**src/design/vva_pkg.sv**
```systemverilog
// Shared types, opcode and status codes, and saturation helper for the vector ALU.
package vva_pkg;

    localparam int FRAC_BITS_DEF = 16;
    localparam int QDEPTH        = 2;
    localparam int WIDE          = 67;

    localparam logic [3:0] OP_SUM    = 4'd0;
    localparam logic [3:0] OP_DIFF   = 4'd1;
    localparam logic [3:0] OP_NEG    = 4'd2;
    localparam logic [3:0] OP_SCALE  = 4'd3;
    localparam logic [3:0] OP_SUMMUL = 4'd4;
    localparam logic [3:0] OP_DOT    = 4'd5;
    localparam logic [3:0] OP_CROSS  = 4'd6;
    localparam logic [3:0] OP_SQMAG  = 4'd7;
    localparam logic [3:0] OP_MAG    = 4'd8;
    localparam logic [3:0] OP_NORM   = 4'd9;

    localparam logic [1:0] ST_OK   = 2'd0;
    localparam logic [1:0] ST_SAT  = 2'd1;
    localparam logic [1:0] ST_ZERO = 2'd2;

    typedef struct packed {
        logic [3:0]         opcode;
        logic signed [31:0] a_x;
        logic signed [31:0] a_y;
        logic signed [31:0] a_z;
        logic signed [31:0] b_x;
        logic signed [31:0] b_y;
        logic signed [31:0] b_z;
        logic signed [31:0] factor;
    } vva_in_t;

    typedef struct packed {
        logic signed [31:0] r_x;
        logic signed [31:0] r_y;
        logic signed [31:0] r_z;
        logic signed [31:0] scalar_out;
        logic [1:0]         status;
    } vva_out_t;

    typedef struct packed {
        logic is_iter;
        logic is_norm;
    } vva_ctrl_t;

    typedef struct packed {
        vva_in_t   item;
        vva_ctrl_t ctrl;
    } vva_entry_t;

    typedef struct packed {
        logic             start;
        logic             is_norm;
        logic [63:0]      sq;
        logic [2:0][31:0] mag;
    } vva_iter_req_t;

    typedef struct packed {
        logic             done;
        logic [31:0]      root;
        logic [2:0][31:0] quo;
        logic [2:0]       rem_nz;
    } vva_iter_rsp_t;

    typedef struct packed {
        logic signed [31:0] val;
        logic               sat;
    } vva_clamp_t;

    localparam logic signed [WIDE-1:0] MAX32 = 67'sd2147483647;
    localparam logic signed [WIDE-1:0] MIN32 = -67'sd2147483648;

    function automatic vva_clamp_t sat32(input logic signed [WIDE-1:0] v);
        vva_clamp_t c;
        if (v > MAX32)
        begin
            c.val = 32'sh7fffffff;
            c.sat = 1'b1;
        end
        else if (v < MIN32)
        begin
            c.val = 32'sh80000000;
            c.sat = 1'b1;
        end
        else
        begin
            c.val = v[31:0];
            c.sat = 1'b0;
        end
        return c;
    endfunction

endpackage

```
**src/design/vva_front.sv**
```systemverilog
// Front stage: registers incoming items and classifies them by opcode.
module vva_front (
    input  logic                clk,
    input  logic                rst_n,
    input  logic                req_valid,
    output logic                req_ready,
    input  vva_pkg::vva_in_t    req,
    output logic                q_valid,
    input  logic                q_ready,
    output vva_pkg::vva_entry_t q_entry
);
    import vva_pkg::*;

    logic       valid_reg;
    vva_entry_t entry_reg;
    vva_ctrl_t  ctrl;

    always_comb
    begin
        ctrl = '0;
        unique case (req.opcode) inside
            OP_MAG:  ctrl.is_iter = 1'b1;
            OP_NORM:
            begin
                ctrl.is_iter = 1'b1;
                ctrl.is_norm = 1'b1;
            end
            default: ctrl = '0;
        endcase
    end

    assign req_ready = !valid_reg || q_ready;
    assign q_valid   = valid_reg;
    assign q_entry   = entry_reg;

    always_ff @(posedge clk or negedge rst_n)
    begin
        if (!rst_n)
            valid_reg <= 1'b0;
        else if (req_ready)
            valid_reg <= req_valid;
    end

    always_ff @(posedge clk)
    begin
        if (req_valid && req_ready)
        begin
            entry_reg.item <= req;
            entry_reg.ctrl <= ctrl;
        end
    end

endmodule

```
**config.mk**
```make
export PLATFORM = sky130hd
export DESIGN_NAME = vva_front
export DESIGN_NICKNAME = d
export VERILOG_FILES = /design/src/design/vva_pkg.sv /design/src/design/vva_front.sv
export SDC_FILE = /design/constraint.sdc
export NUM_CORES = 1
export LEC_CHECK = 0
export BUFFER_PORTS_ARGS = -buffer_cell sky130_fd_sc_hd__buf_2
export CAP_MARGIN = 20
export CORE_AREA = 2 2 181 183
export CTS_CLUSTER_DIAMETER = 60
export CTS_CLUSTER_SIZE = 40
export DETAILED_ROUTE_END_ITERATION = 7
export DIE_AREA = 0 0 183 185
export GPL_ROUTABILITY_DRIVEN = 0
export PLACE_DENSITY = 0.45
export SLEW_MARGIN = 20
export SYNTH_ARGS = -nofsm -noshare
export SYNTH_HDL_FRONTEND = slang
export SYNTH_SLANG_ARGS = --single-unit
```
**constraint.sdc**
```tcl
create_clock -name clk -period 12.7 [get_ports clk]
set_clock_uncertainty 0.1 [all_clocks]
set_input_delay 2.54 -clock clk [delete_from_list [all_inputs] [get_ports clk]]
set_output_delay 2.54 -clock clk [all_outputs]
set_load 0.02 [all_outputs]
```
# Yosys cells after proc, flatten, opt, wreduce, memory -nomap -nowiden
# Index checks and enable logic that the tools add are counted.
[classes]
n_eq_ne = 2
mux = 2
reduce_logical = 4
[ops]
columns = ["cell", "count"]
rows = [
  ["$eq A4 B4 Y1 const B", 2],
  ["$mux W1", 2],
  ["$reduce_or A2 Y1", 1],
  ["$logic_and A1 B1 Y1", 1],
  ["$logic_not A1 Y1", 1],
  ["$logic_or A1 B1 Y1", 1],
]
[totals]
ff_bits = 231
input_bits = 232
output_inout_bits = 232
wordCells = 19

# Logic depth before layout (Yosys ltp)
# Gate-level depths: netlist of the first run.
[logic_depth]
depth_word = 3
depth_mapped = 2
mapped_depth_nobuf = 2

# Worst setup path after synthesis of the first run
# Ideal clock, no wire load.
[synth_timing]
path_kind = "input -> register"
startpoint = "in q_ready"
endpoint = "reg entry_reg, in the netlist q_entry[0] (enable)"
setup_ns = 0.620
arrival_time_ns = 7.952
required_ns = 11.980
slack_ns = 4.028
stages = 2
n_path_buf = 0
cell_sequence = "nand2b_4 > and2_1"
[synth_between]
elab_chain_len = 2
[synth_rtl]
columns = ["item", "line", "rtl"]
rows = [
  ["start: declaration", "vva_front.sv:9", "input logic q_ready,"],
  ["$logic_or A1 B1 Y1", "vva_front.sv:32", "assign req_ready = !valid_reg || q_ready;"],
  ["$logic_and A1 B1 Y1", "vva_front.sv:46", "if (req_valid && req_ready)"],
  ["end: declaration", "vva_front.sv:15", "vva_entry_t entry_reg;"],
]
# No other way between the ends.
# A chain may end at the register's enable or synchronous reset.

# Worst setup path in the final report of the first run
[layout_timing]
startpoint = "in q_ready"
endpoint = "out req_ready"
[layout_between]
elab_chain_len = 1
[layout_rtl]
columns = ["item", "line", "rtl"]
rows = [
  ["$logic_or A1 B1 Y1", "vva_front.sv:32", ""],
  ["end: declaration", "vva_front.sv:6", "output logic req_ready,"],
]
# No other way between the ends.

==> results of run 1 <==
==> cells in the mapped netlist <==
cell type | count | area, um2
and2_1 | 2 | 12.51
nor3b_2 | 1 | 12.51
dfrtp_1 | 1 | 25.02
edfxtp_1 | 230 | 6907
nand2b_4 | 1 | 13.76
nand2b_1 | 1 | 6.260
==> registers in the layout, summed over array words and instances, names as in the netlist <==
| signal | flops |
|---|---|
| q_entry | 230 |
| q_valid | 1 |
==> power by group <==
part | switching [uW] | internal, uW
sequential | 8.77 | 890
clock | 352 | 417
combinational | 97.3 | 51.6
==> metrics by stage <==
| stage | hold slack (ns) | setup slack (ns) | util [%] | cells |
|---|---|---|---|---|
| after floorplan | 0.5909 | 4.028 | - | 236 |
| after global placement | 0.4283 | 7.136 | 30.67 | 1108 |
| after detailed placement | 0.4332 | 7.140 | 30.67 | 1108 |
| after CTS | 0.4508 | 7.139 | 33.52 | 1156 |
| after global routing | 0.4795 | 7.128 | 33.53 | 1157 |
| final | 0.4435 | 7.140 | 33.54 | 1159 |
==> tightest hold or removal path, delay by kind of cell, from the launching register on <==
family	cells	cell delay, ns
flip-flops	1	0.39
AND/OR/NAND/NOR	2	0.13
==> final cells by class <==
type / instances / area share [%]
Sequential cell: 231 / 64.49
Timing Repair Buffer: 464 / 21.75
Clock buffer: 27 / 6.286
Tap cell: 408 / 4.750
Clock inverter: 21 / 2.212
Multi-Input combinational cell: 5 / 0.4424
Antenna cell: 3 / 0.06985
==> layer usage <==
metal	share of wire (%)	vias up	track usage, %
met4	2.9	8	3.648
met5	0.25	-	0
met2	51	242	17.80
met1	35	2007	10.74
li1	-	1966	-
met3	11	33	4.640
==> cell families after synthesis <==
logic type and share of synthesized area [%]:
AND/OR/NAND/NOR 0.6456, flip-flops 99.35
==> worst min-delay path by stage <==
stage | from | end | slack [ns] | depth (start not counted)
final | q_valid | q_valid | 0.44 | 2
after global routing | q_valid | q_valid | 0.48 | 2
after CTS | q_valid | q_valid | 0.45 | 2
after detailed placement | q_valid | q_valid | 0.43 | 2
after global placement | q_valid | q_valid | 0.43 | 2
after floorplan | q_valid | q_valid | 0.59 | 2
==> flow_metrics.env, run 1 <==
export IMPL_crit_path_top_delay_cell="buf_2"
export IMPL_place_area_um2=9827
export IMPL_regToRegSetupSlack_ns=10.04
export IMPL_hold_violations=0
export IMPL_cp_num_buf_inv=2
export IMPL_critPathKind="in -> out"
export IMPL_peakVddDrop_uv=102.1
export IMPL_grt_first_pass_wirelength_mm=25.62
export IMPL_overflow=0
export IMPL_grt_pass1_vias=4265
export IMPL_cts_buffer_depth=3
export IMPL_slew_headroom_pct=30.70
export IMPL_layout_commonest_cell="buf_2"
export IMPL_grt_start_max_net_pins=162
export IMPL_cts_made_buffers=26
export IMPL_htreeDepth=1
export IMPL_cts_tree="built"
export IMPL_reg2reg_to="q_entry[106]"
export IMPL_nFillCells=3166
export IMPL_wire_per_inst_um=16.31
export IMPL_fin_crit_ns=5.560
export IMPL_rows=66
export IMPL_cts_resized=0
export IMPL_holdBufCountCts=0
export IMPL_status="complete, no violations"
export IMPL_max_stage_delay_ns=0.15
export IMPL_antenna_found_initial=7
export IMPL_syn_nets=468
export IMPL_port_buffers=463
export IMPL_clk_latency_ns=0.53
export IMPL_seq_area_frac_synth_pct=99.35
export IMPL_drv_cap=0
export IMPL_setup_viol=0
export IMPL_rsz0062_at_grt="no"
export IMPL_core_area_um2=32040
export IMPL_crit_path_max_fanout=3
export IMPL_die_x_um=183
export IMPL_ant_nets=0
export IMPL_start_util_pct=21.77
export IMPL_register_area_um2=6932
export IMPL_via_count=4256
export IMPL_rr_startpoint="q_valid"
export IMPL_chipHeight_um=185
export IMPL_drt_iter0_drc=218
export IMPL_setup_tns_ns=0
export IMPL_routed_wl_mm=18.90
export IMPL_io_pins=464
export IMPL_drive_gt1_share_pct=68.85
export IMPL_syn_inst=236
export IMPL_end_kind="output pin"
export IMPL_critPathLaunchType="input pin"
export IMPL_cpMostUsedCell="buf_2"
export IMPL_final_max_slew_viol_count=0
export IMPL_finalNetCount=960
export IMPL_r2r_cells=3
export IMPL_first_pass_iters=4
export IMPL_area_delta_synth_final_pct=54.05
export IMPL_path_clk_slew_ns=0.07
export IMPL_cp_depth=3
export IMPL_grt_usage_pct=10.15
export IMPL_final_cell_area_um2=10750
export IMPL_leakagePower_uw=0.004496
export IMPL_crit_end="req_ready"
export IMPL_min_period_over_period_pct=43.78
export IMPL_post_cts_buffers=0
export IMPL_syn_avg_cell_area_um2=29.56
export IMPL_syn_area_um2=6977
export IMPL_drc=0
export IMPL_clock_sinks=231
export IMPL_required_ns=10.06
export IMPL_multi_input_area_um2=47.55
export IMPL_mostFrequentLayoutCells="buf_2, edfxtp_1, clkbuf_16"
export IMPL_crit_family="buffers and inverters"
export IMPL_dieArea_um2=33860
export IMPL_worstMarginPinSlew_ns=1.039
export IMPL_viasPerCell=3.672
export IMPL_cp_data_arrival_time_ns=2.92
export IMPL_p_total_uw=1816
export IMPL_synth_seq_cells=231
export IMPL_powerDensity_nw_per_um2=169.0
export IMPL_path_cells="buf_2 > nand2b_4 > buf_2"
export IMPL_hpwl_mm=14.24
export IMPL_yosys_warnings=0
export IMPL_fmax_mhz=179.9
export IMPL_cts_root_buffer="clkbuf_16"
export IMPL_startpoint="q_ready"
export IMPL_hp_class="reg -> reg"
export IMPL_ys_types=6
(Power assumes the default switching activity.)
==> run 2, diff against run 1 <==
--- a/config.mk
+++ b/config.mk
@@ -5,6 +5,7 @@
 export SDC_FILE = /design/constraint.sdc
 export NUM_CORES = 1
 export LEC_CHECK = 0
+export ABC_AREA = 1
 export BUFFER_PORTS_ARGS = -buffer_cell sky130_fd_sc_hd__buf_2
 export CAP_MARGIN = 20
 export CORE_AREA = 2 2 181 183
@@ -13,7 +14,7 @@
 export DETAILED_ROUTE_END_ITERATION = 7
 export DIE_AREA = 0 0 183 185
 export GPL_ROUTABILITY_DRIVEN = 0
-export PLACE_DENSITY = 0.45
+export PLACE_DENSITY = 0.47
 export SLEW_MARGIN = 20
 export SYNTH_ARGS = -nofsm -noshare
 export SYNTH_HDL_FRONTEND = slang
==> constraint.sdc (replaced) <==
create_clock -name clk -period 4.5 [get_ports clk]
set_clock_uncertainty 0.1 [all_clocks]
set_input_delay 0.9 -clock clk [delete_from_list [all_inputs] [get_ports clk]]
set_output_delay 0.9 -clock clk [all_outputs]
set_load 0.02 [all_outputs]
==> flow_metrics.env, run 2 <==
export IMPL_overflow=0
export IMPL_ys_types=8
export IMPL_drc=0
export IMPL_via_count=4237
export IMPL_seq_area_frac_synth_pct=99.23
export IMPL_largest_reg_flops=230
export IMPL_nFillCells=3180
export IMPL_ant_nets=0
export IMPL_area_delta_synth_final_pct=52.43
export IMPL_powerDensity_nw_per_um2=460.5
export IMPL_cts_made_buffers=23
export IMPL_required_ns=3.50
export IMPL_fin_crit_ns=2.323
export IMPL_rsz0062_at_grt="no"
export IMPL_r2r_cells=2
export IMPL_worstMarginPinSlew_ns=0.5397
export IMPL_reg2reg_to="q_entry[123]"
export IMPL_syn_area_um2=6985
export IMPL_syn_avg_cell_area_um2=28.87
export IMPL_final_max_slew_viol_count=0
export IMPL_antenna_found_initial=3
export IMPL_drt_iter0_drc=146
export IMPL_cts_root_buffer="clkbuf_16"
export IMPL_path_clk_slew_ns=0.07
export IMPL_fmax_mhz=430.4
export IMPL_htreeDepth=1
export IMPL_dieArea_um2=33860
export IMPL_routed_wl_mm=19.43
export IMPL_setup_viol=0
export IMPL_critPathKind="in -> out"
export IMPL_status="complete, no violations"
export IMPL_leakagePower_uw=0.004455
export IMPL_core_area_um2=32040
export IMPL_grt_first_pass_wirelength_mm=26.32
export IMPL_grt_pass1_vias=4363
export IMPL_hpwl_mm=15.08
export IMPL_whs_ns=0.04129
export IMPL_slew_headroom_pct=64.02
export IMPL_layout_commonest_cell="buf_2"
export IMPL_cts_tree="built"
export IMPL_p_total_uw=4904
export IMPL_peakVddDrop_uv=332.9
export IMPL_cts_buffer_depth=3
export IMPL_yosys_cell_count_top_type="edfxtp_1"
export IMPL_synthFlopType="edfxtp_1"
export IMPL_grt_usage_pct=10.45
export IMPL_wire_per_inst_um=16.76
export IMPL_clock_sinks=231
export IMPL_min_period_over_period_pct=51.63
export IMPL_port_buffers=463
export IMPL_drive_gt1_share_pct=68.00
export IMPL_cts_resized=0
export IMPL_synth_seq_cells=231
export IMPL_die_x_um=183
export IMPL_holdBufCountCts=0
export IMPL_first_pass_iters=4
export IMPL_async_reset_ff_share_pct=0.4329
export IMPL_end_kind="output pin"
export IMPL_io_pins=464
export IMPL_hold_violations=0
export IMPL_yosys_warnings=0
export IMPL_chipHeight_um=185
export IMPL_start_util_pct=21.80
export IMPL_clk_latency_ns=0.51
export IMPL_synth_top_area_share_pct=98.87
export IMPL_rows=66
export IMPL_cp_data_arrival_time_ns=1.32
export IMPL_yosys_top_cells_count="edfxtp_1, inv_1, nand2_2, nor2_1"
export IMPL_post_cts_buffers=0
export IMPL_syn_inst=242
export IMPL_finalNetCount=965
export IMPL_viasPerCell=3.656
export IMPL_rr_startpoint="q_valid"
export IMPL_syn_nets=474
export IMPL_regToRegSetupSlack_ns=2.64
export IMPL_yosys_top_cells_area="edfxtp_1, dfrtp_1, nand2_2"
export IMPL_grt_start_max_net_pins=97
export IMPL_synth_edf_count=230
export IMPL_synth_top_cell_by_area="edfxtp_1"
export IMPL_crit_path_max_fanout=2
export IMPL_drv_cap=0
export IMPL_hp_class="in -> async"
export IMPL_setup_tns_ns=0
export IMPL_critPathLaunchType="input pin"
export IMPL_mostFrequentLayoutCells="buf_2, edfxtp_1, clkbuf_16"
## run 2: worst max path at each step
stage	startpoint	end	slack (ns)	cells after the start
2_1_floorplan	q_ready	q_entry[0]	-0.73	2
3_3_place_gp	q_ready	q_entry[67]	1.96	4
3_5_place_dp	q_ready	q_entry[67]	1.95	4
4_1_cts	q_ready	req_ready	2.17	4
5_1_grt	q_ready	req_ready	2.15	4
6_report	q_ready	req_ready	2.18	4
## run 2: stage by stage
step | setup WS, ns | cell area [um2] | utilization [%] | std cells
global placement | 1.960 | 9881 | 30.84 | 1116
global route | 2.151 | 10650 | 33.22 | 1158
detailed placement | 1.950 | 9881 | 30.84 | 1116
finish | 2.177 | 10650 | 33.23 | 1159
floorplan | -0.7257 | 7005 | - | 242
CTS | 2.169 | 10650 | 33.22 | 1158
## run 2: logic make-up after synthesis
| family | Yosys count | synth area share, % |
|---|---|---|
| AO/OA/AOI/OAI | 1 | 0.1254 |
| flip-flops | 231 | 99.23 |
| AND/OR/NAND/NOR | 6 | 0.4299 |
| buffers and inverters | 4 | 0.2149 |
## run 2: layout make-up
cell class	instances	area [um2]	area share (%)
antenna	1	2.502	0.02350
clock inverter	18	185.2	1.739
timing repair buffer	466	2365	22.21
clock buffer	24	579.3	5.441
multi-input combinational	7	46.29	0.4348
inverter	4	27.53	0.2585
tap	408	510.5	4.794
sequential	231	6932	65.10
## run 2: where the power goes
group | internal [uW] | switching (uW)
clock | 1080 | 856
sequential | 2510 | 26.7
combinational | 149 | 281
total | 3740 | 1160
## run 2: layer usage
metal  track usage, %  share of wire, %
met1            11.97                36
met2            17.68                50
met3            4.149                10
met4            3.872               2.7
met5                0              0.14
## run 2: critical path, cell delays in order
cell     delay, ns
buf_2         0.16
inv_12        0.04
nand2_2       0.06
buf_2         0.17
