`src/design/vva_pkg.sv`:
```
// Shared types, opcode and status codes, and saturation helper for the vector ALU.
package vva_pkg;

    localparam int FRAC_BITS_DEF = 16;
    localparam int QDEPTH        = 2;
    localparam int WIDE          = 67;

    localparam logic [3:0] OP_SUM    = 4'd0;
    localparam logic [3:0] OP_DIFF   = 4'd1;
    localparam logic [3:0] OP_NEG    = 4'd2;
    localparam logic [3:0] OP_SCALE  = 4'd3;
    localparam logic [3:0] OP_SUMMUL = 4'd4;
    localparam logic [3:0] OP_DOT    = 4'd5;
    localparam logic [3:0] OP_CROSS  = 4'd6;
    localparam logic [3:0] OP_SQMAG  = 4'd7;
    localparam logic [3:0] OP_MAG    = 4'd8;
    localparam logic [3:0] OP_NORM   = 4'd9;

    localparam logic [1:0] ST_OK   = 2'd0;
    localparam logic [1:0] ST_SAT  = 2'd1;
    localparam logic [1:0] ST_ZERO = 2'd2;

    typedef struct packed {
        logic [3:0]         opcode;
        logic signed [31:0] a_x;
        logic signed [31:0] a_y;
        logic signed [31:0] a_z;
        logic signed [31:0] b_x;
        logic signed [31:0] b_y;
        logic signed [31:0] b_z;
        logic signed [31:0] factor;
    } vva_in_t;

    typedef struct packed {
        logic signed [31:0] r_x;
        logic signed [31:0] r_y;
        logic signed [31:0] r_z;
        logic signed [31:0] scalar_out;
        logic [1:0]         status;
    } vva_out_t;

    typedef struct packed {
        logic is_iter;
        logic is_norm;
    } vva_ctrl_t;

    typedef struct packed {
        vva_in_t   item;
        vva_ctrl_t ctrl;
    } vva_entry_t;

    typedef struct packed {
        logic             start;
        logic             is_norm;
        logic [63:0]      sq;
        logic [2:0][31:0] mag;
    } vva_iter_req_t;

    typedef struct packed {
        logic             done;
        logic [31:0]      root;
        logic [2:0][31:0] quo;
        logic [2:0]       rem_nz;
    } vva_iter_rsp_t;

    typedef struct packed {
        logic signed [31:0] val;
        logic               sat;
    } vva_clamp_t;

    localparam logic signed [WIDE-1:0] MAX32 = 67'sd2147483647;
    localparam logic signed [WIDE-1:0] MIN32 = -67'sd2147483648;

    function automatic vva_clamp_t sat32(input logic signed [WIDE-1:0] v);
        vva_clamp_t c;
        if (v > MAX32)
        begin
            c.val = 32'sh7fffffff;
            c.sat = 1'b1;
        end
        else if (v < MIN32)
        begin
            c.val = 32'sh80000000;
            c.sat = 1'b1;
        end
        else
        begin
            c.val = v[31:0];
            c.sat = 1'b0;
        end
        return c;
    endfunction

endpackage

```
`src/design/vva_queue.sv`:
```
// Short queue between the front and execute stages.
module vva_queue (
    input  logic                clk,
    input  logic                rst_n,
    input  logic                wr_valid,
    output logic                wr_ready,
    input  vva_pkg::vva_entry_t wr_entry,
    output logic                rd_valid,
    input  logic                rd_ready,
    output vva_pkg::vva_entry_t rd_entry
);
    import vva_pkg::*;

    localparam int PW = (QDEPTH > 1) ? $clog2(QDEPTH) : 1;
    localparam int CW = $clog2(QDEPTH + 1);

    vva_entry_t    mem_reg [QDEPTH];
    logic [PW-1:0] wr_ptr_reg;
    logic [PW-1:0] rd_ptr_reg;
    logic [CW-1:0] cnt_reg;
    logic          push;
    logic          pop;

    assign wr_ready = cnt_reg != CW'(QDEPTH);
    assign rd_valid = cnt_reg != '0;
    assign rd_entry = mem_reg[rd_ptr_reg];
    assign push     = wr_valid && wr_ready;
    assign pop      = rd_valid && rd_ready;

    always_ff @(posedge clk or negedge rst_n)
    begin
        if (!rst_n)
        begin
            wr_ptr_reg <= '0;
            rd_ptr_reg <= '0;
            cnt_reg    <= '0;
        end
        else
        begin
            if (push)
                wr_ptr_reg <= (wr_ptr_reg == PW'(QDEPTH - 1)) ? '0 : wr_ptr_reg + 1'b1;
            if (pop)
                rd_ptr_reg <= (rd_ptr_reg == PW'(QDEPTH - 1)) ? '0 : rd_ptr_reg + 1'b1;
            if (push && !pop)
                cnt_reg <= cnt_reg + 1'b1;
            else if (pop && !push)
                cnt_reg <= cnt_reg - 1'b1;
        end
    end

    always_ff @(posedge clk)
    begin
        if (push)
            mem_reg[wr_ptr_reg] <= wr_entry;
    end

endmodule

```
`config.mk`:
```
export PLATFORM = sky130hd
export DESIGN_NAME = vva_queue
export DESIGN_NICKNAME = d
export VERILOG_FILES = /design/src/design/vva_pkg.sv /design/src/design/vva_queue.sv
export SDC_FILE = /design/constraint.sdc
export NUM_CORES = 1
export LEC_CHECK = 0
export BUFFER_PORTS_ARGS = -buffer_cell sky130_fd_sc_hd__buf_2
export CAP_MARGIN = 10
export CORE_UTILIZATION = 40
export CTS_CLUSTER_DIAMETER = 30
export DETAILED_ROUTE_END_ITERATION = 12
export PLACE_DENSITY = 0.66
export SLEW_MARGIN = 10
export SYNTH_ARGS = -nofsm -noshare
export SYNTH_HDL_FRONTEND = slang
export SYNTH_SLANG_ARGS = --single-unit
```
`constraint.sdc`:
```
create_clock -name clk -period 10.1 [get_ports clk]
set_input_delay 0.505 -clock clk [delete_from_list [all_inputs] [get_ports clk]]
set_output_delay 0.505 -clock clk [all_outputs]
set_load 0.02 [all_outputs]
```
After elaboration in Yosys (flattened, before gate mapping)
Memory sizes are Yosys's and may differ from the RTL's.
Index checks and enable logic that the tools add are counted.
{ "word_totals": {"reg_bits": 4, "ramBits": 460, "in_bits": 234, "output_inout_bits": 232, "wordCells": 23, "memories": 1} }
{ "memory_table": {"columns": ["name", "words", "width", "rd", "rd_clocked_by_memory_dff", "wr", "line", "text"], "rows": [
  ["mem_reg", 2, 230, 1, 0, 1, "vva_queue.sv:17", "vva_entry_t mem_reg [QDEPTH];"]
]} }
{ "classes": {"addsub": 4, "eq_ne": 1, "mux": 6, "reduce_logical": 8} }
{ "ops": {"columns": ["op", "n"], "rows": [
  ["1-bit logical AND", 4],
  ["1-bit 2-to-1 mux", 4],
  ["2-bit 2-to-1 mux", 2],
  ["2-bit nonzero test", 2],
  ["1-bit adder (second input constant)", 2],
  ["2-bit by 1-bit adder with 2-bit output (second input constant)", 1],
  ["1-bit logical NOT", 2],
  ["2-bit inequality test (second input constant)", 1],
  ["2-bit by 1-bit subtractor with 2-bit output (second input constant)", 1]
]} }

Longest topological paths before layout
Gate-level depths: netlist of run 1.
{ "depth": {"ltp_word": 6, "depth_mapped": 7, "ltp_nobuf": 7} }

Worst setup path before layout of run 1
Ideal clock, no wire load.
{ "synth_path": {"path_type": "register to register", "from": "reg cnt_reg[0]", "to": "mem mem_reg[0][0] (netlist bit), enable pin", "setup_time_ns": 0.825, "t_arrival_ns": 10.328, "required_time_ns": 9.275, "setup_slack_ns": -1.053, "path_stages_with_launch": 4, "path_buffers": 0, "synth_period_minus_slack_ns": 11.153, "path_cell_list": "dfrtp_1 > nand2b_1 > nand2_1 > nor2_1"} }
{ "synth_between": {"elab_chain_cells": 4} }
{ "synth_lines": {"columns": ["element", "line", "text"], "rows": [
  ["start: declaration", "vva_queue.sv:20", "logic [CW-1:0] cnt_reg;"],
  ["start signal: assignment", "vva_queue.sv:45", "cnt_reg <= cnt_reg + 1'b1;"],
  ["start signal: assignment", "vva_queue.sv:47", "cnt_reg <= cnt_reg - 1'b1;"],
  ["2-bit inequality test", "vva_queue.sv:24", "assign wr_ready = cnt_reg != CW'(QDEPTH);"],
  ["net wr_ready", "vva_queue.sv:6", "output logic wr_ready,"],
  ["1-bit logical AND", "vva_queue.sv:27", "assign push = wr_valid && wr_ready;"],
  ["1-bit 2-to-1 mux", "vva_queue.sv:53", "if (push)"],
  ["1-bit 2-to-1 mux (implied by the code)", "vva_queue.sv:54", "mem_reg[wr_ptr_reg] <= wr_entry;"],
  ["end: declaration", "vva_queue.sv:17", null]
]} }
The timed path passes the listed nets, and every way through them passes these cells.

==> results of run 1 <==
[synth_stat cells (2+ instances only)]
library cell | number | area (um^2)
edfxtp_1 | 460 | 13810
mux2_4 | 190 | 2853
mux2_2 | 40 | 450.4
buf_6 | 11 | 123.9
buf_8 | 10 | 150.1
buf_2 | 4 | 20.02
dfrtp_1 | 4 | 100.1
xnor2_1 | 3 | 26.28
nand2_1 | 2 | 7.510
nor2_1 | 2 | 7.510
xor2_1 | 2 | 17.52
[per-stage QoR]
stage,util [%],hold slack [ns],setup slack [ns]
2_1_floorplan,-,0.2094,2.841
3_3_place_gp,47.30,0.3156,6.798
3_5_place_dp,47.30,0.3181,6.823
4_1_cts,54.25,0.03226,6.301
5_1_grt,54.26,0.04947,6.234
6_report,54.27,0.07992,6.391
[worst reg2reg max path: cells and delay by family (launching register included)]
kind / cells / cell delay, ns
buf+inv: 2 / 1.59
flops: 1 / 0.40
simple gates: 2 / 0.79
[logic make-up (layout without fill, tap and decap cells)]
family | after synthesis | in the layout | synth area share, %
buf+inv | 27 | 630 | 1.803
flops | 464 | 464 | 78.94
xor+xnor | 5 | 5 | 0.2485
other cells | 0 | 4 | 0
mux | 230 | 230 | 18.74
simple gates | 7 | 7 | 0.1918
fa+ha+maj | 1 | 1 | 0.07098
[per-layer routing]
metal,share of wire [%],GRT usage [%],vias to the layer above
met4,2.3,7.596,12
met3,11,7.135,66
met5,0.23,0,-
li1,-,-,4050
met2,49,25.21,371
met1,38,16.45,4344
[worst paths after layout]
kind                               start              end  cells after the start
min reg2reg                   cnt_reg[1]       cnt_reg[1]                      1
min in group asynchronous          rst_n       rd_ptr_reg                      2
max in group asynchronous          rst_n       rd_ptr_reg                      2
min                        wr_entry[126]  mem_reg[0][126]                      1
max                           rd_ptr_reg     rd_entry[15]                      3
max reg2reg                   cnt_reg[0]   mem_reg[1][12]                      4
[timing repair]
item | CTS | global route
hold endpoints to repair | 4 | 0
setup endpoints to repair | 0 | 0
hold buffers | 1 | 0
[cells in the final DEF (no fill, tap or decap), types with 4 or more instances in the layout]
cell type,n
clkinv_1,9
edfxtp_1,460
inv_6,6
buf_2,465
mux2_4,190
clkinv_2,10
diode_2,4
bufinv_16,13
mux2_2,40
clkbuf_16,92
clkbuf_1,15
clkinvlp_4,7
buf_4,5
[where the power goes]
part / leakage (nW) / internal, W / switching, W
Combinational: 3.64 / 0.00101 / 0.00135
Clock: 1.44 / 0.00199 / 0.000911
Sequential: 4.32 / 0.00265 / 0.000147
Total: 9.40 / 0.00565 / 0.00241
[layout make-up]
type,instances,area share [%]
Sequential cell,464,59.27
Multi-Input combinational cell,243,14.50
Timing Repair Buffer,473,10.28
Clock buffer,108,10.10
Tap cell,585,3.117
Clock inverter,48,2.659
Antenna cell,4,0.04263
Inverter,1,0.01599
==> flow_summary.ini, run 1 <==
[pwr]
total_power_w = 0.008051
peakVddDrop_mv = 0.2452
leakage_nw = 9.403
p_per_area_mw_per_mm2 = 342.9

[finish]
multi_input_area_mm2 = 0.003406
syn_to_final_growth_pct = 33.22
drive_above_1_share_pct = 62.68
fin_cells = 1926
fin_area_mm2 = 0.02348
fillers = 3423
largest_reg_flops = 460
final_nets = 1508
seqCellArea_mm2 = 0.01392

[timing]
worst_pin_slew_ns = 1.109
finalSetupTns_ns = 0
final.setup_skew_ns = 0.01656
maxSlewViolCount = 0
finalCritPeriodShare_pct = 36.72
max_freq_mhz = 269.6
setup_viol = 0
layout_min_cycle_time_ns = 3.709
final_hold_viol_count = 0
grt_setup_unrepaired = false
max-slew-margin-rel_pct = 26.08

[floorplanning]
core_area_mm2 = 0.04327
die_y_um = 211.9
start_util_pct = 40.73
io_pins = 466
row_count = 76
die_area_mm2 = 0.04490
die_w_um = 211.9

[worst_setup_path]
critPathMaxFanout = 59
worstPathCellList = buf_4 > mux2_4 > buf_2
endpoint_kind = output pin
path_class = flip-flop to output pin
cpPeakStageDelay_ns = 1.01
cp.required_ns = 9.60
cp_top_family = buffers and inverters
r2r_setup_slack_ns = 6.87
crit_buf_inv = 2
critPathLaunchType = flip-flop
cp.arrival_ns = 3.20
crit_slowest_cell = dfrtp_4

[global_routing]
grt_max_degree = 131
track_usage_pct = 15.29
overflow = 0
grt_pass1_vias = 9384
antenna_found_initial = 10
grt_pass1_wl_um = 51320

[run]
maxCapViolCount = 0

[synth]
synthFlopType = edfxtp_1
yosysSeqAreaShare_pct = 78.94
ys_seq_elements = 464
synth_area_per_cell_um2 = 24.01
syn_inst = 734
synth_edf_count = 460
syn-num-nets = 969
async_flop_share_pct = 0.8621
yosysUniqueCellTypes = 17
ys_warn_count = 0
synth_area_mm2 = 0.01762

[clocking]
cts-root-buf = clkbuf_16
htreeDepth = 3
post_cts_buffers = 0
cts_tree = yes
cts_buffers = 90
clock-sinks = 464
clock_latency_ns = 0.60
cts_resized = 0
clock_path_buffers = 3
clkTransAtPathRegs_ns = 0.05

[detailed_routing]
antenna_left = 0
wl_um = 35500
first_iter_violations = 424
drc = 0
firstDrtPassIters = 4
via_per_inst = 4.591
vias = 8843
routedWlPerCell_um = 18.43

[place]
gp_congestion = 0.7482
place_area_mm2 = 0.02046
dpl.hpwl_um = 22980
dpl.cell_count = 1765
place.port_buffers = 465

[worst_hold_path]
min_path_type = primary input to flip-flop

[status]
status = finished, final reports clean
(Power assumes the default switching activity.)
==> run 2, diff against run 1 <==
Settings changed: ABC_AREA set to 1.
Clock period 10.1 ns to 3.3 ns, I/O delays scaled along.
==> run 2 against run 1 <==
  * Count of clock-buffer cells in the layout decreased by 6
  * Critical path depth up 1
  * Highest routed layer unchanged
  * Critical path type unchanged
  * Final cell count rose by 35%
==> flow_summary.ini, run 2 <==
[status]
status = finished, final reports clean

[detailed_routing]
vias = 12080
wl_um = 44230
first_iter_violations = 715
firstDrtPassIters = 5
via_per_inst = 4.652
routedWlPerCell_um = 17.03
drc = 0
antenna_left = 0

[timing]
max_freq_mhz = 371.5
final.setup_skew_ns = 0.02125
finalCritPeriodShare_pct = 81.58
max-slew-margin-rel_pct = 17.13
worst_pin_slew_ns = 1.243
maxSlewViolCount = 0
final_hold_viol_count = 0
fin_hold_ws_ns = 0.2898
setup_ws_ns = 0.6079
setup_viol = 0
layout_min_cycle_time_ns = 2.692
grt_setup_unrepaired = false

[synth]
yosysSeqAreaShare_pct = 81.76
async_flop_share_pct = 0.8621
synth_area_per_cell_um2 = 13.84
synthMuxAreaShare_pct = 0
yosys-top-cells-area = edfxtp_1 (81%), nand2_1 (15%), buf_6 (1.4%)
synth-compound-area-share_pct = 0
netlist.area_leader.share_pct = 81.17
ys_warn_count = 0
synthFlopType = edfxtp_1
synth_fa_ha_area_share_pct = 0.07352
synth_xor_area_share_pct = 0.1029
syn_inst = 1230
ys_seq_elements = 464
yosys.area.top_type = edfxtp_1
yosys.area_share.simple_pct = 15.58
yosysUniqueCellTypes = 14
synth_most_common_cell = nand2_1
synth_edf_count = 460
syn-num-nets = 1465
synth_area_mm2 = 0.01702
synthTopCellsByCount = nand2_1 (700), edfxtp_1 (460), buf_2 (27), buf_6 (21), inv_1 (6)
synth_top_family_by_area = simple AND/OR/NAND/NOR gates

[pwr]
p_sw_share_pct = 35.53
p_comb_share_pct = 31.3
p_sw_w = 0.008753
peakVddDrop_mv = 0.7821
power_frac_seq_pct = 34.1
leakage_nw = 10.79
p_int_w = 0.01588
clkPwrFrac_pct = 34.6
p_per_area_mw_per_mm2 = 981.1

[worst_setup_path]
endpoint_kind = output pin
crit_slowest_cell = buf_12
critPathMaxFanout = 231
cpPeakStageDelay_ns = 0.65
path_class = flip-flop to output pin
crit_path_frequent_cell = nand2_1
cp.required_ns = 3.13
cp.arrival_ns = 2.53
cp_top_family = buffers and inverters
worstPathCellList = buf_12 > nand2_1 > nand2_1 > buf_2
critPathLaunchType = flip-flop
crit_buf_inv = 2

[worst_hold_path]
min_path_type = primary input to flip-flop

[clocking]
cts_tree = yes
cts-root-buf = clkbuf_16
htreeDepth = 3
cts_resized = 0
cts_buffers = 88
clkTransAtPathRegs_ns = 0.05
clock_latency_ns = 0.60
clock_path_buffers = 3
post_cts_buffers = 0
clock-sinks = 464

[place]
dpl.hpwl_um = 25030
place_area_mm2 = 0.01989
dpl.cell_count = 2200
place.port_buffers = 465
pre_cts_slack_ns = 1.262
gp_congestion = 0.7997

[finish]
fin_area_mm2 = 0.02511
largest_reg_flops = 460
final_cell_mix = nand2_1 (698), buf_2 (465), edfxtp_1 (460)
drive_above_1_share_pct = 30.35
syn_to_final_growth_pct = 47.55
fillers = 3106
fin_util_pct = 59.86
fin_cells = 2597
final_common_cell = nand2_1
final_nets = 2220

[global_routing]
overflow = 0
track_usage_pct = 20.28
grt_pass1_vias = 12811
grt_max_degree = 232
antenna_found_initial = 3
grt_pass1_wl_um = 67480

[floorplanning]
core_area_mm2 = 0.04195
start_util_pct = 40.57
die_y_um = 208.3
io_pins = 466
die_area_mm2 = 0.04337
row_count = 75
die_w_um = 208.3

[run]
maxCapViolCount = 0
[run 2: changes by cell type after synthesis, moves of 2 or more]
cell | before | now
nand3_1 | 0 | 2
inv_1 | 1 | 6
xnor2_1 | 3 | 1
nand2_1 | 2 | 700
buf_2 | 4 | 27
buf_4 | 0 | 3
mux2_4 | 190 | 0
mux2_2 | 40 | 0
buf_8 | 10 | 0
buf_6 | 11 | 21
[run 2: power groups by stage]
stage | Combinational, W | Sequential (W) | Clock (W)
after global routing | 0.00831 | 0.00849 | 0.00892
after global placement | 0.00738 | 0.00842 | 0
after CTS | 0.00770 | 0.00838 | 0.00863
final | 0.00771 | 0.00839 | 0.00853
after floorplan | 0.00485 | 0.00855 | 0
after detailed placement | 0.00744 | 0.00847 | 0
[run 2: per-stage QoR]
step / TNS [ns] / power (W)
floorplan: -528.94 / 0.01340
global placement: 0 / 0.01580
detailed placement: 0 / 0.01591
CTS: 0 / 0.02472
global route: 0 / 0.02573
finish: 0 / 0.02463
[run 2: worst paths after layout]
check	endpoint	from	cells past startpoint	slack, ns
max in group asynchronous	rd_ptr_reg	rst_n	3	2.58
max reg2reg	mem_reg[1][91]	cnt_reg[0]	5	1.44
min reg2reg	cnt_reg[0]	cnt_reg[0]	1	0.52
max	rd_entry[35]	rd_ptr_reg	4	0.61
min in group asynchronous	rd_ptr_reg	rst_n	3	0.51
min	mem_reg[1][227]	wr_entry[227]	2	0.29
[run 2: per-layer routing]
layer | GRT usage, % | up-vias | wire [um]
met3 | 7.200 | 119 | 4044
li1 | - | 5712 | -
met4 | 10.29 | 2 | 1583
met1 | 22.16 | 5707 | 16450
met5 | 0 | - | 13
met2 | 34.78 | 540 | 22140
[run 2: what timing repair did]
action	in CTS	in global routing
hold buffers	234	0
setup endpoints to repair	0	0
endpoints found under the hold margin	468	0
[run 2: worst reg2reg max path: cells and delay by family (launching register included)]
| family | cells | cell delay (ns) |
|---|---|---|
| buf+inv | 2 | 0.57 |
| flops | 1 | 0.40 |
| simple gates | 3 | 0.31 |
[run 2: kinds of logic (layout without fill, tap and decap cells)]
| logic type | Yosys count | after routing |
|---|---|---|
| buffers and inverters | 58 | 884 |
| other | 0 | 2 |
| DFF | 464 | 464 |
| adders and majority gates | 1 | 1 |
| and+or+nand+nor | 705 | 705 |
| xor gates and xnor gates | 2 | 2 |
[run 2: area by class of cell]
type / count / area [um^2] / area share, %
Clock buffer: 102 / 2318 / 9.234
Sequential cell: 464 / 13920 / 55.43
Multi-Input combinational cell: 708 / 2711 / 10.80
Antenna cell: 2 / 5.005 / 0.01993
Tap cell: 539 / 674.4 / 2.686
Timing Repair Buffer: 716 / 4897 / 19.50
Clock inverter: 59 / 554.3 / 2.207
Inverter: 7 / 31.28 / 0.1246
